### src/hdl/fix_tag_value_parser_core_macros.svh
// Assertion macros for the FIX tag=value parser core.
// Used by the parser and output queue modules; no other dependencies.
`ifndef FIX_TAG_VALUE_PARSER_CORE_MACROS_SVH
`define FIX_TAG_VALUE_PARSER_CORE_MACROS_SVH
`ifndef SYNTH
`define FTVP_ASSERT(lbl, clk, rst_n, prop) \
  lbl: assert property (@(posedge clk) disable iff (!rst_n) (prop)) \
    else $error("assertion failed");
`define FTVP_ASSERT_NEXT(lbl, clk, rst_n, ante, cons) \
  lbl: assert property (@(posedge clk) disable iff (!rst_n) (ante) |=> (cons)) \
    else $error("assertion failed");
`else
`define FTVP_ASSERT(lbl, clk, rst_n, prop)
`define FTVP_ASSERT_NEXT(lbl, clk, rst_n, ante, cons)
`endif
`endif

### src/hdl/fix_tvp_pkg.sv
// Shared types and constants for the FIX tag=value parser core.
// No dependencies.
package fix_tvp_pkg;

  localparam int VALUE_LEN_BITS = 16;
  localparam int BODY_LEN_BITS  = 20;

  localparam logic [VALUE_LEN_BITS-1:0] VALUE_MAX = {VALUE_LEN_BITS{1'b1}};
  localparam logic [BODY_LEN_BITS-1:0]  BODY_MAX  = {BODY_LEN_BITS{1'b1}};

  // Output queue; depth must be a power of two and at least 2
  localparam int QDEPTH = 4;
  localparam int QPTR_W = $clog2(QDEPTH);
  localparam int QCNT_W = $clog2(QDEPTH + 1);

  localparam logic [7:0] CH_SOH = 8'h01;
  localparam logic [7:0] CH_0   = 8'h30;
  localparam logic [7:0] CH_8   = 8'h38;
  localparam logic [7:0] CH_9   = 8'h39;
  localparam logic [7:0] CH_EQ  = 8'h3d;

  localparam logic [16:0] TAG_BODY_LEN = 17'd9;
  localparam logic [16:0] TAG_CHECKSUM = 17'd10;
  localparam logic [2:0]  TAG_MAX_DIGITS = 3'd5;
  localparam logic [1:0]  CSUM_DIGITS = 2'd3;

  localparam logic [1:0] KIND_VALUE     = 2'd0;
  localparam logic [1:0] KIND_FIELD_END = 2'd1;
  localparam logic [1:0] KIND_SUMMARY   = 2'd2;

  localparam logic [1:0] ERR_NONE      = 2'd0;
  localparam logic [1:0] ERR_BAD_START = 2'd1;
  localparam logic [1:0] ERR_BAD_TAG   = 2'd2;
  localparam logic [1:0] ERR_BAD_BODY  = 2'd3;

  localparam logic [1:0] CHK_NONE     = 2'd0;
  localparam logic [1:0] CHK_MATCH    = 2'd1;
  localparam logic [1:0] CHK_MISMATCH = 2'd2;

  typedef enum logic [2:0] {
    MODE_START0,
    MODE_START1,
    MODE_TAG,
    MODE_VALUE,
    MODE_HALT
  } mode_e;

  typedef struct packed {
    logic [1:0]  kind;
    logic [16:0] tag;
    logic [7:0]  vbyte;
    logic [15:0] vlen;
    logic [1:0]  err;
    logic [1:0]  bs;
    logic [1:0]  cs;
    logic        last;
  } res_t;

  // Up to two result words produced by one input byte
  typedef struct packed {
    logic [1:0] n;
    res_t       r0;
    res_t       r1;
  } push_t;

endpackage

### src/hdl/fix_tvp_parse.sv
// Parser state and per-byte update for the FIX tag=value parser core.
// Depends on fix_tvp_pkg and the assertion macro header.
`include "fix_tag_value_parser_core_macros.svh"

module fix_tvp_parse import fix_tvp_pkg::*; (
  input  logic       clk_i,
  input  logic       rst_ni,
  input  logic       accept_i,
  input  logic [7:0] data_byte_i,
  input  logic       end_of_message_i,
  output push_t      push_o
);

  localparam int EXP_W = BODY_LEN_BITS + 4;

  mode_e                     mode_q, mode_d;
  logic [16:0]               tag_acc_q, tag_acc_d;
  logic [2:0]                tag_digits_q, tag_digits_d;
  logic [VALUE_LEN_BITS-1:0] value_cnt_q, value_cnt_d;
  logic [7:0]                run_sum_q, run_sum_d;
  logic [7:0]                sum_fs_q, sum_fs_d;
  logic [BODY_LEN_BITS-1:0]  exp_len_q, exp_len_d;
  logic [BODY_LEN_BITS-1:0]  body_cnt_q, body_cnt_d;
  logic                      in9_q, in9_d;
  logic                      done9_q, done9_d;
  logic                      seen10_q, seen10_d;
  logic                      bad9_q, bad9_d;
  logic [9:0]                ct_val_q, ct_val_d;
  logic [1:0]                ct_cnt_q, ct_cnt_d;
  logic                      ct_bad_q, ct_bad_d;
  logic                      ct_done_q, ct_done_d;
  logic [1:0]                err_q, err_d;

  always_comb begin
    logic             dig;
    logic [3:0]       digit;
    logic             do_add;
    logic             do_end_tag;
    logic             fail9;
    logic [EXP_W-1:0] exp10;
    logic [1:0]       err_sum;
    logic [1:0]       bs;
    logic [1:0]       cs;
    res_t             summary;

    dig        = (data_byte_i >= CH_0) && (data_byte_i <= CH_9);
    digit      = 4'(data_byte_i - CH_0);
    do_add     = 1'b0;
    do_end_tag = 1'b0;
    fail9      = 1'b0;
    exp10      = (EXP_W'(exp_len_q) << 3) + (EXP_W'(exp_len_q) << 1) + EXP_W'(digit);
    err_sum    = ERR_NONE;
    bs         = CHK_NONE;
    cs         = CHK_NONE;
    summary    = '0;

    mode_d       = mode_q;
    tag_acc_d    = tag_acc_q;
    tag_digits_d = tag_digits_q;
    value_cnt_d  = value_cnt_q;
    run_sum_d    = run_sum_q;
    sum_fs_d     = sum_fs_q;
    exp_len_d    = exp_len_q;
    body_cnt_d   = body_cnt_q;
    in9_d        = in9_q;
    done9_d      = done9_q;
    seen10_d     = seen10_q;
    bad9_d       = bad9_q;
    ct_val_d     = ct_val_q;
    ct_cnt_d     = ct_cnt_q;
    ct_bad_d     = ct_bad_q;
    ct_done_d    = ct_done_q;
    err_d        = err_q;
    push_o       = '0;

    if (accept_i && (mode_q != MODE_HALT)) begin
      // checksum covers bytes up to the SOH before tag 10
      if (!seen10_q) run_sum_d = run_sum_q + data_byte_i;
      if (done9_q && !seen10_q && (body_cnt_q != BODY_MAX)) begin
        body_cnt_d = body_cnt_q + 1'b1;
      end

      case (mode_q)
        MODE_START0: begin
          if (data_byte_i != CH_8) begin
            err_d  = ERR_BAD_START;
            mode_d = MODE_HALT;
          end else begin
            do_add = 1'b1;
            mode_d = MODE_START1;
          end
        end
        MODE_START1: begin
          if (data_byte_i != CH_EQ) begin
            err_d  = ERR_BAD_START;
            mode_d = MODE_HALT;
          end else begin
            do_end_tag = 1'b1;
          end
        end
        MODE_TAG: begin
          if (dig) begin
            do_add = 1'b1;
          end else if (data_byte_i == CH_EQ) begin
            do_end_tag = 1'b1;
          end else begin
            err_d  = ERR_BAD_TAG;
            mode_d = MODE_HALT;
          end
        end
        MODE_VALUE: begin
          push_o.n = 2'd1;
          push_o.r0.tag = tag_acc_q;
          if (data_byte_i == CH_SOH) begin
            push_o.r0.kind = KIND_FIELD_END;
            push_o.r0.vlen = 16'(value_cnt_q);
            if (in9_q) begin
              in9_d = 1'b0;
              if ((value_cnt_q == '0) || bad9_q) begin
                fail9  = 1'b1;
                err_d  = ERR_BAD_BODY;
                mode_d = MODE_HALT;
              end else begin
                done9_d    = 1'b1;
                body_cnt_d = '0;
              end
            end
            if (!fail9) begin
              if (seen10_q && !ct_done_q) ct_done_d = 1'b1;
              tag_acc_d    = '0;
              tag_digits_d = '0;
              value_cnt_d  = '0;
              sum_fs_d     = run_sum_d;
              mode_d       = MODE_TAG;
            end
          end else begin
            push_o.r0.kind  = KIND_VALUE;
            push_o.r0.vbyte = data_byte_i;
            if (value_cnt_q != VALUE_MAX) value_cnt_d = value_cnt_q + 1'b1;
            if (in9_q) begin
              if (!dig) begin
                bad9_d = 1'b1;
              end else if (exp10 > EXP_W'(BODY_MAX)) begin
                exp_len_d = BODY_MAX;
              end else begin
                exp_len_d = exp10[BODY_LEN_BITS-1:0];
              end
            end
            if (seen10_q && !ct_done_q) begin
              if (!dig || (ct_cnt_q == CSUM_DIGITS)) begin
                ct_bad_d = 1'b1;
              end else begin
                ct_val_d = 10'((ct_val_q << 3) + (ct_val_q << 1) + 10'(digit));
                ct_cnt_d = ct_cnt_q + 1'b1;
              end
            end
          end
        end
        default: ;
      endcase

      if (do_add) begin
        if (tag_digits_q >= TAG_MAX_DIGITS) begin
          err_d  = ERR_BAD_TAG;
          mode_d = MODE_HALT;
        end else begin
          tag_acc_d    = 17'((tag_acc_q << 3) + (tag_acc_q << 1) + 17'(digit));
          tag_digits_d = tag_digits_q + 1'b1;
        end
      end

      if (do_end_tag) begin
        if (tag_digits_q == '0) begin
          err_d  = ERR_BAD_TAG;
          mode_d = MODE_HALT;
        end else begin
          if ((tag_acc_q == TAG_BODY_LEN) && !done9_q && !seen10_q) in9_d = 1'b1;
          if ((tag_acc_q == TAG_CHECKSUM) && !seen10_q) begin
            seen10_d  = 1'b1;
            run_sum_d = sum_fs_q;
            // take back the tag digits and '=' counted since the SOH
            if (done9_q && (body_cnt_d != BODY_MAX)) begin
              body_cnt_d = body_cnt_d - BODY_LEN_BITS'(tag_digits_q) - 1'b1;
            end
          end
          mode_d = MODE_VALUE;
        end
      end
    end

    if (accept_i && end_of_message_i) begin
      err_sum = err_d;
      if ((err_d == ERR_NONE) && ((mode_d == MODE_START0) || (mode_d == MODE_START1))) begin
        err_sum = ERR_BAD_START;
      end
      if (err_sum == ERR_NONE) begin
        if (done9_d) begin
          if (!seen10_d || (body_cnt_d == BODY_MAX) || (exp_len_d == BODY_MAX)) begin
            bs = CHK_MISMATCH;
          end else begin
            bs = (body_cnt_d == exp_len_d) ? CHK_MATCH : CHK_MISMATCH;
          end
        end
        if (ct_done_d) begin
          cs = ((ct_cnt_d == CSUM_DIGITS) && !ct_bad_d && (ct_val_d == {2'b00, run_sum_d}))
               ? CHK_MATCH : CHK_MISMATCH;
        end
      end
      summary.kind = KIND_SUMMARY;
      summary.err  = err_sum;
      summary.bs   = bs;
      summary.cs   = cs;
      if (push_o.n == 2'd0) begin
        push_o.r0 = summary;
        push_o.n  = 2'd1;
      end else begin
        push_o.r1 = summary;
        push_o.n  = 2'd2;
      end

      // back to the start state for the next message
      mode_d       = MODE_START0;
      tag_acc_d    = '0;
      tag_digits_d = '0;
      value_cnt_d  = '0;
      run_sum_d    = '0;
      sum_fs_d     = '0;
      exp_len_d    = '0;
      body_cnt_d   = '0;
      in9_d        = 1'b0;
      done9_d      = 1'b0;
      seen10_d     = 1'b0;
      bad9_d       = 1'b0;
      ct_val_d     = '0;
      ct_cnt_d     = '0;
      ct_bad_d     = 1'b0;
      ct_done_d    = 1'b0;
      err_d        = ERR_NONE;
    end

    push_o.r0.last = (push_o.n == 2'd1);
    push_o.r1.last = (push_o.n == 2'd2);
  end

  always_ff @(posedge clk_i or negedge rst_ni) begin
    if (!rst_ni) begin
      mode_q       <= MODE_START0;
      tag_acc_q    <= '0;
      tag_digits_q <= '0;
      value_cnt_q  <= '0;
      run_sum_q    <= '0;
      sum_fs_q     <= '0;
      exp_len_q    <= '0;
      body_cnt_q   <= '0;
      in9_q        <= 1'b0;
      done9_q      <= 1'b0;
      seen10_q     <= 1'b0;
      bad9_q       <= 1'b0;
      ct_val_q     <= '0;
      ct_cnt_q     <= '0;
      ct_bad_q     <= 1'b0;
      ct_done_q    <= 1'b0;
      err_q        <= ERR_NONE;
    end else begin
      mode_q       <= mode_d;
      tag_acc_q    <= tag_acc_d;
      tag_digits_q <= tag_digits_d;
      value_cnt_q  <= value_cnt_d;
      run_sum_q    <= run_sum_d;
      sum_fs_q     <= sum_fs_d;
      exp_len_q    <= exp_len_d;
      body_cnt_q   <= body_cnt_d;
      in9_q        <= in9_d;
      done9_q      <= done9_d;
      seen10_q     <= seen10_d;
      bad9_q       <= bad9_d;
      ct_val_q     <= ct_val_d;
      ct_cnt_q     <= ct_cnt_d;
      ct_bad_q     <= ct_bad_d;
      ct_done_q    <= ct_done_d;
      err_q        <= err_d;
    end
  end

  `FTVP_ASSERT(a_halt_has_error, clk_i, rst_ni, (mode_q != MODE_HALT) || (err_q != ERR_NONE))
  `FTVP_ASSERT(a_tag_digits_max, clk_i, rst_ni, tag_digits_q <= TAG_MAX_DIGITS)
  `FTVP_ASSERT(a_body9_exclusive, clk_i, rst_ni, !(in9_q && (done9_q || seen10_q)))
  `FTVP_ASSERT_NEXT(a_eom_restarts, clk_i, rst_ni, accept_i && end_of_message_i, (mode_q == MODE_START0) && (err_q == ERR_NONE))

endmodule

### src/hdl/fix_tvp_outq.sv
// Result queue for the FIX tag=value parser core: takes up to two words per
// cycle, hands out one when popped. Depends on fix_tvp_pkg and the assertion macro header.
`include "fix_tag_value_parser_core_macros.svh"

module fix_tvp_outq import fix_tvp_pkg::*; (
  input  logic  clk_i,
  input  logic  rst_ni,
  input  push_t push_i,
  input  logic  pop_i,
  output res_t  head_o,
  output logic  valid_o,
  output logic  full_o
);

  res_t              mem_q [QDEPTH];
  logic [QPTR_W-1:0] wr_ptr_q, wr_ptr_d;
  logic [QPTR_W-1:0] rd_ptr_q, rd_ptr_d;
  logic [QCNT_W-1:0] count_q, count_d;
  logic [QPTR_W-1:0] wr_ptr_nxt;
  logic              do_pop;

  assign head_o     = mem_q[rd_ptr_q];
  assign valid_o    = (count_q != '0);
  // hold off input unless two free slots remain
  assign full_o     = (count_q > QCNT_W'(QDEPTH - 2));
  assign do_pop     = pop_i && valid_o;
  assign wr_ptr_nxt = wr_ptr_q + 1'b1;

  always_comb begin
    wr_ptr_d = wr_ptr_q + QPTR_W'(push_i.n);
    rd_ptr_d = rd_ptr_q + QPTR_W'(do_pop);
    count_d  = count_q + QCNT_W'(push_i.n) - QCNT_W'(do_pop);
  end

  always_ff @(posedge clk_i) begin
    if (push_i.n != 2'd0) mem_q[wr_ptr_q] <= push_i.r0;
    if (push_i.n == 2'd2) mem_q[wr_ptr_nxt] <= push_i.r1;
  end

  always_ff @(posedge clk_i or negedge rst_ni) begin
    if (!rst_ni) begin
      wr_ptr_q <= '0;
      rd_ptr_q <= '0;
      count_q  <= '0;
    end else begin
      wr_ptr_q <= wr_ptr_d;
      rd_ptr_q <= rd_ptr_d;
      count_q  <= count_d;
    end
  end

  `FTVP_ASSERT(a_count_bound, clk_i, rst_ni, count_q <= QCNT_W'(QDEPTH))
  `FTVP_ASSERT(a_push_has_room, clk_i, rst_ni, (push_i.n == 2'd0) || !full_o)

endmodule

### src/hdl/fix_tag_value_parser_core.sv
// Top level of the FIX tag=value parser core: byte parser and result queue.
// Depends on fix_tvp_pkg, fix_tvp_parse and fix_tvp_outq.
//
//  channel  direction  handshake                 payload
//  input    in         in_valid_i / in_stall_o   data_byte_i, end_of_message_i
//  result   out        out_valid_o / out_stall_i kind_o, field_tag_o, value_byte_o,
//                                                value_length_o, error_code_o,
//                                                body_length_status_o,
//                                                checksum_status_o, last_o
//
// One byte is taken per cycle while in_stall_o is low; its result words are registered into the queue.
// A byte gives zero, one or two words; the queue drains one word per cycle while out_stall_i is low,
// so the end-of-message byte that adds a summary gives the queue one more word to drain.
// in_stall_o rises when fewer than two of the four queue slots are free.
// Reset is asynchronous, active low, and leaves the parser waiting for "8=".

module fix_tag_value_parser_core import fix_tvp_pkg::*; (
  input  logic        clk_i,
  input  logic        rst_ni,
  input  logic        in_valid_i,
  output logic        in_stall_o,
  input  logic [7:0]  data_byte_i,
  input  logic        end_of_message_i,
  output logic        out_valid_o,
  input  logic        out_stall_i,
  output logic [1:0]  kind_o,
  output logic [16:0] field_tag_o,
  output logic [7:0]  value_byte_o,
  output logic [15:0] value_length_o,
  output logic [1:0]  error_code_o,
  output logic [1:0]  body_length_status_o,
  output logic [1:0]  checksum_status_o,
  output logic        last_o
);

  push_t push;
  res_t  head;
  logic  q_full;
  logic  accept;

  assign in_stall_o = q_full;
  assign accept     = in_valid_i && !q_full;

  fix_tvp_parse u_parse (
    .clk_i            (clk_i),
    .rst_ni           (rst_ni),
    .accept_i         (accept),
    .data_byte_i      (data_byte_i),
    .end_of_message_i (end_of_message_i),
    .push_o           (push)
  );

  fix_tvp_outq u_outq (
    .clk_i   (clk_i),
    .rst_ni  (rst_ni),
    .push_i  (push),
    .pop_i   (!out_stall_i),
    .head_o  (head),
    .valid_o (out_valid_o),
    .full_o  (q_full)
  );

  assign kind_o               = head.kind;
  assign field_tag_o          = head.tag;
  assign value_byte_o         = head.vbyte;
  assign value_length_o       = head.vlen;
  assign error_code_o         = head.err;
  assign body_length_status_o = head.bs;
  assign checksum_status_o    = head.cs;
  assign last_o               = head.last;

endmodule

### config.mk
export PLATFORM = sky130hd
export DESIGN_NAME = fix_tag_value_parser_core
export DESIGN_NICKNAME = d
export VERILOG_FILES = /design/src/hdl/fix_tvp_pkg.sv /design/src/hdl/fix_tvp_parse.sv /design/src/hdl/fix_tvp_outq.sv /design/src/hdl/fix_tag_value_parser_core.sv
export VERILOG_INCLUDE_DIRS = /design/src /design/src/hdl
export SDC_FILE = /design/constraint.sdc
export NUM_CORES = 1
export LEC_CHECK = 0
export BUFFER_PORTS_ARGS = -buffer_cell sky130_fd_sc_hd__clkbuf_2
export CAP_MARGIN = 25
export CORE_MARGIN = 1
export CORE_UTILIZATION = 35
export CTS_BUF_LIST = sky130_fd_sc_hd__clkbuf_4 sky130_fd_sc_hd__clkbuf_8 sky130_fd_sc_hd__clkbuf_16
export DETAILED_ROUTE_END_ITERATION = 8
export PLACE_DENSITY = 0.58
export SYNTH_ARGS = -nofsm -noshare
export SYNTH_HDL_FRONTEND = slang
export SYNTH_SLANG_ARGS = --single-unit
### constraint.sdc
create_clock -name clk_i -period 6.28 [get_ports clk_i]
set_input_delay 1.57 -clock clk_i [delete_from_list [all_inputs] [get_ports clk_i]]
set_output_delay 1.57 -clock clk_i [all_outputs]
set_load 0.01 [all_outputs]
==> metrics.md <==
| Metric | Value |
|---|---|
| Status | finished clean |
| CTS clk-pin slew, worst paths | around 0.060 ns |
| Max cap viols | 0 |
| Skew-Pair Late Insertion Delay | between 0.5 and 0.6 ns |
| Port bufs | 64 |
| Initial antenna violation count | 1 |
| Final Hold Vio Count | 0 |
| # setup viols final | 0 |
| Vias per inst | 6.005 |
| Detailed Route WL | about 60,000 um |
| Die Area | 56,530 um^2 |
| Total track usage | roughly a fifth |
| Fmax achieved | ~170 MHz |
| Post-Place Cell Area | approximately 21,000 um^2 |
| Die height | ~240 um |
| Tot Pwr | ~6.3 mW |
| R2r startpoint | u_parse.body_cnt_q[0]$_DFF_PN0_ |
| Number of synthesized flops with an enable pin | 32 |
| Final Skew | roughly 0.023 ns |
| Avg Inst Size Synth | 9.766 um^2 |
| # IOs | 65 |
| Synth Warn # | 0 |
| Cell Area, Synth | ~19,000 um^2 |
| CTS max path bufs | 3 |
| FF-to-FF setup slack | 0.47 ns |
| Ys flop type | dfxtp_1 |
| Design area | about 22,000 um^2 |
| Global-route wire length before repair | about 93,000 um |
| CTS tree | done |
| WS Path Type | in2reg |
| CTS root buffer | clkbuf_16 |
| Initial DRC count | about 1.5k |
| Post-route ant nets | 0 |
| P&R area growth vs syn | 13.44% |
| Drt wl/cell | between 20 and 25 um |
| Reg2reg path depth | 19 |
| Async S/R FF share, synth | a little under two fifths |
| Critical Path Start | data_byte_i[2] |
| Worst EP required | approximately 6.6 ns |
| Finished Core Util | 40.14% |
| Max VDD drop | around 0.30 mV |
| Slew @ Worst Pin | roughly 1.0 ns |
| Area of the core | approximately 55,000 um^2 |
| Pwr Density | 283.5 nW/um^2 |
| Pre-CTS setup slack | -0.1516 ns |
| Fin cells | 2,791 |
| Via count | roughly 17k |
| Die Width | 237.8 um |
| Placed cell count | ~2.7k |
| Rel. slew slack | roughly 30% |
| Post-CTS resize count | 0 |
| # rows | 86 |
| Total Nets Final | roughly 2.1k |
| Largest net degree at the start of global routing | slightly below 100 |
| CP Max Fanout | 4 |
| DRT Pass-1 Iters | 5 |
| Yosys cell types | 109 |
| Final period utilization | between 90% and 100% |
| Cts bufs inserted | 37 |
| GP Congestion | 0.9515 |
| RSZ-0062 raised after global routing | no |
| Worst Hold Class | reg2reg |
| Cells after Synth | 1,992 |
| Setup Buffers After CTS | 0 |
| CTS Hold Buffers Added | 0 |
| Vias in the first global route | ~16k |
| Sequential-to-total area share from yosys stat | 37.92% |
| Crit path to | u_outq.mem_q[1][4]$_DFFE_PP_ |
| DRC | 0 |
| Critical path launch point type | input port |
| Worst reg2reg endpoint | u_outq.mem_q[1][4]$_DFFE_PP_ |
| DP HPWL | a little over 40,000 um |
| Remaining global-route overflow | 0 |
| Share of layout cells above drive strength 1 | between 10% and 20% |
| Register bit total from synthesis | 322 |
| H-tree depth | 2 |
| Effective utilization at floorplan | 35.38% |
| Final Critical Period | approximately 6 ns |
| Crit path capture type | flip-flop |
| Static Leak | a little over 9 nW |
| WP data arrival | between 6 and 7 ns |
| Final WS setup | ~0.38 ns |
| Syn_nets | around 2.1k |
| Num Clock Sinks | between 300 and 400 |
| Final Max Tran Viols | 0 |
-- registers in the layout, summed over array words and instances, names as in the netlist, 8 cells and up --
register and flops:
u_parse.run_sum_q 8, u_parse.tag_acc_q 17, u_parse.value_cnt_q 16, u_parse.sum_fs_q 8, u_parse.body_cnt_q 20, u_parse.exp_len_q 20, u_parse.ct_val_q 10, u_outq.mem_q 200
-- area by class of cell --
type,count,area (um^2)
repair buffers,139,887.1
well taps,748,935.9
clock buffers,55,1129
diodes,1,2.502
flip-flops and latches,322,7382
fillers,5351,32920
multi-input cells,1458,11350
inverters,56,210.2
clock inverters,12,167.7
-- cells in the final DEF, fill, tap and decap left out, types with 17 or more instances in the layout --
master	n
edfxtp_1	32
dfxtp_1	168
mux4_2	50
nor4_1	17
inv_1	55
and2_1	25
buf_4	74
dfrtp_1	120
o211ai_1	17
ha_1	107
xor2_1	38
a211oi_1	19
clkbuf_2	63
mux2i_1	19
nand3_1	40
a21oi_1	88
and3_1	25
or3_1	17
nand4_1	37
nor2_1	186
a32o_1	161
clkbuf_16	38
xnor2_1	51
nor3_1	42
nand2_1	127
o22ai_1	22
o21ai_0	83
-- synth_stat cells, types with 32 or more instances --
master	count	area [um^2]
a32o_1	161	1612
nand4_1	37	231.5
clkbuf_1	120	450.4
inv_1	55	206.5
nand2_1	127	476.7
nand3_1	41	205.2
edfxtp_1	32	960.9
dfxtp_1	168	3363
mux4_2	50	1126
dfrtp_1	122	3053
xor2_1	38	332.8
o21ai_0	83	415.4
xnor2_1	51	446.7
nor3_1	43	215.2
ha_1	107	1339
nor2_1	191	716.9
a21oi_1	89	445.4
-- through the flow --
| stage | TNS [ns] | hold WS, ns |
|---|---|---|
| global placement | -0.3410 | 0.4366 |
| detailed placement | -0.8044 | 0.4494 |
| finish | 0 | 0.4594 |
| floorplan | 0 | 0.4198 |
| CTS | 0 | 0.4639 |
| global route | 0 | 0.4705 |
-- critical path: stages --
cell      delay (ns)
clkbuf_2        0.19
nor4_4          0.35
nand3_2         0.14
nor4b_4         0.37
a311oi_2        0.11
ha_1            0.34
a32o_1          0.29
or4_4           0.44
nor4_4          0.36
buf_4           0.20
nand4_1         0.11
mux2i_1         0.17
o21ai_0         0.12
mux2_2          0.28
a2111o_1        0.35
a211oi_1        0.26
buf_4           0.19
and3_1          0.22
a21oi_1         0.09
-- worst min path at each step --
stage	start	endpoint	slack, ns	cells after the start
final	u_outq.mem_q[2][13]$_SDFFE_PP0P_	u_outq.mem_q[2][13]$_SDFFE_PP0P_	0.46	1
after global routing	u_outq.mem_q[2][41]$_SDFFE_PP0P_	u_outq.mem_q[2][41]$_SDFFE_PP0P_	0.47	1
after CTS	u_outq.mem_q[2][13]$_SDFFE_PP0P_	u_outq.mem_q[2][13]$_SDFFE_PP0P_	0.46	1
after detailed placement	u_outq.mem_q[2][23]$_SDFFE_PP0P_	u_outq.mem_q[2][23]$_SDFFE_PP0P_	0.45	2
after global placement	u_outq.mem_q[3][23]$_SDFFE_PP0P_	u_outq.mem_q[3][23]$_SDFFE_PP0P_	0.44	2
after floorplan	u_outq.mem_q[2][23]$_SDFFE_PP0P_	u_outq.mem_q[2][23]$_SDFFE_PP0P_	0.42	2
-- routing by layer --
layer	vias to the layer above	global-route usage, %	share of wire [%]
met4	0	6.862	2.6
met5	-	0	0
met2	605	33.24	46
met1	8396	28.54	45
li1	7670	-	-
met3	88	3.426	6.0
-- logic make-up after synthesis --
| kind of cell | count (synthesis) | share of synthesized area, % |
|---|---|---|
| AO/OA/AOI/OAI | 549 | 21.82 |
| XOR/XNOR | 89 | 4.007 |
| adder cells (fa/ha/maj) | 116 | 7.808 |
| multiplexers | 71 | 6.882 |
| buffers and inverters | 212 | 4.354 |
| flip-flops | 322 | 37.92 |
| AND/OR/NAND/NOR | 633 | 17.20 |
-- where the power goes --
| part | switching [mW] | total, mW | internal, mW |
|---|---|---|---|
| clock network | 0.909 | 2.29 | 1.38 |
| registers | 0.266 | 2.45 | 2.19 |
| logic | 0.905 | 1.51 | 0.610 |
(Power assumes the default switching activity.)
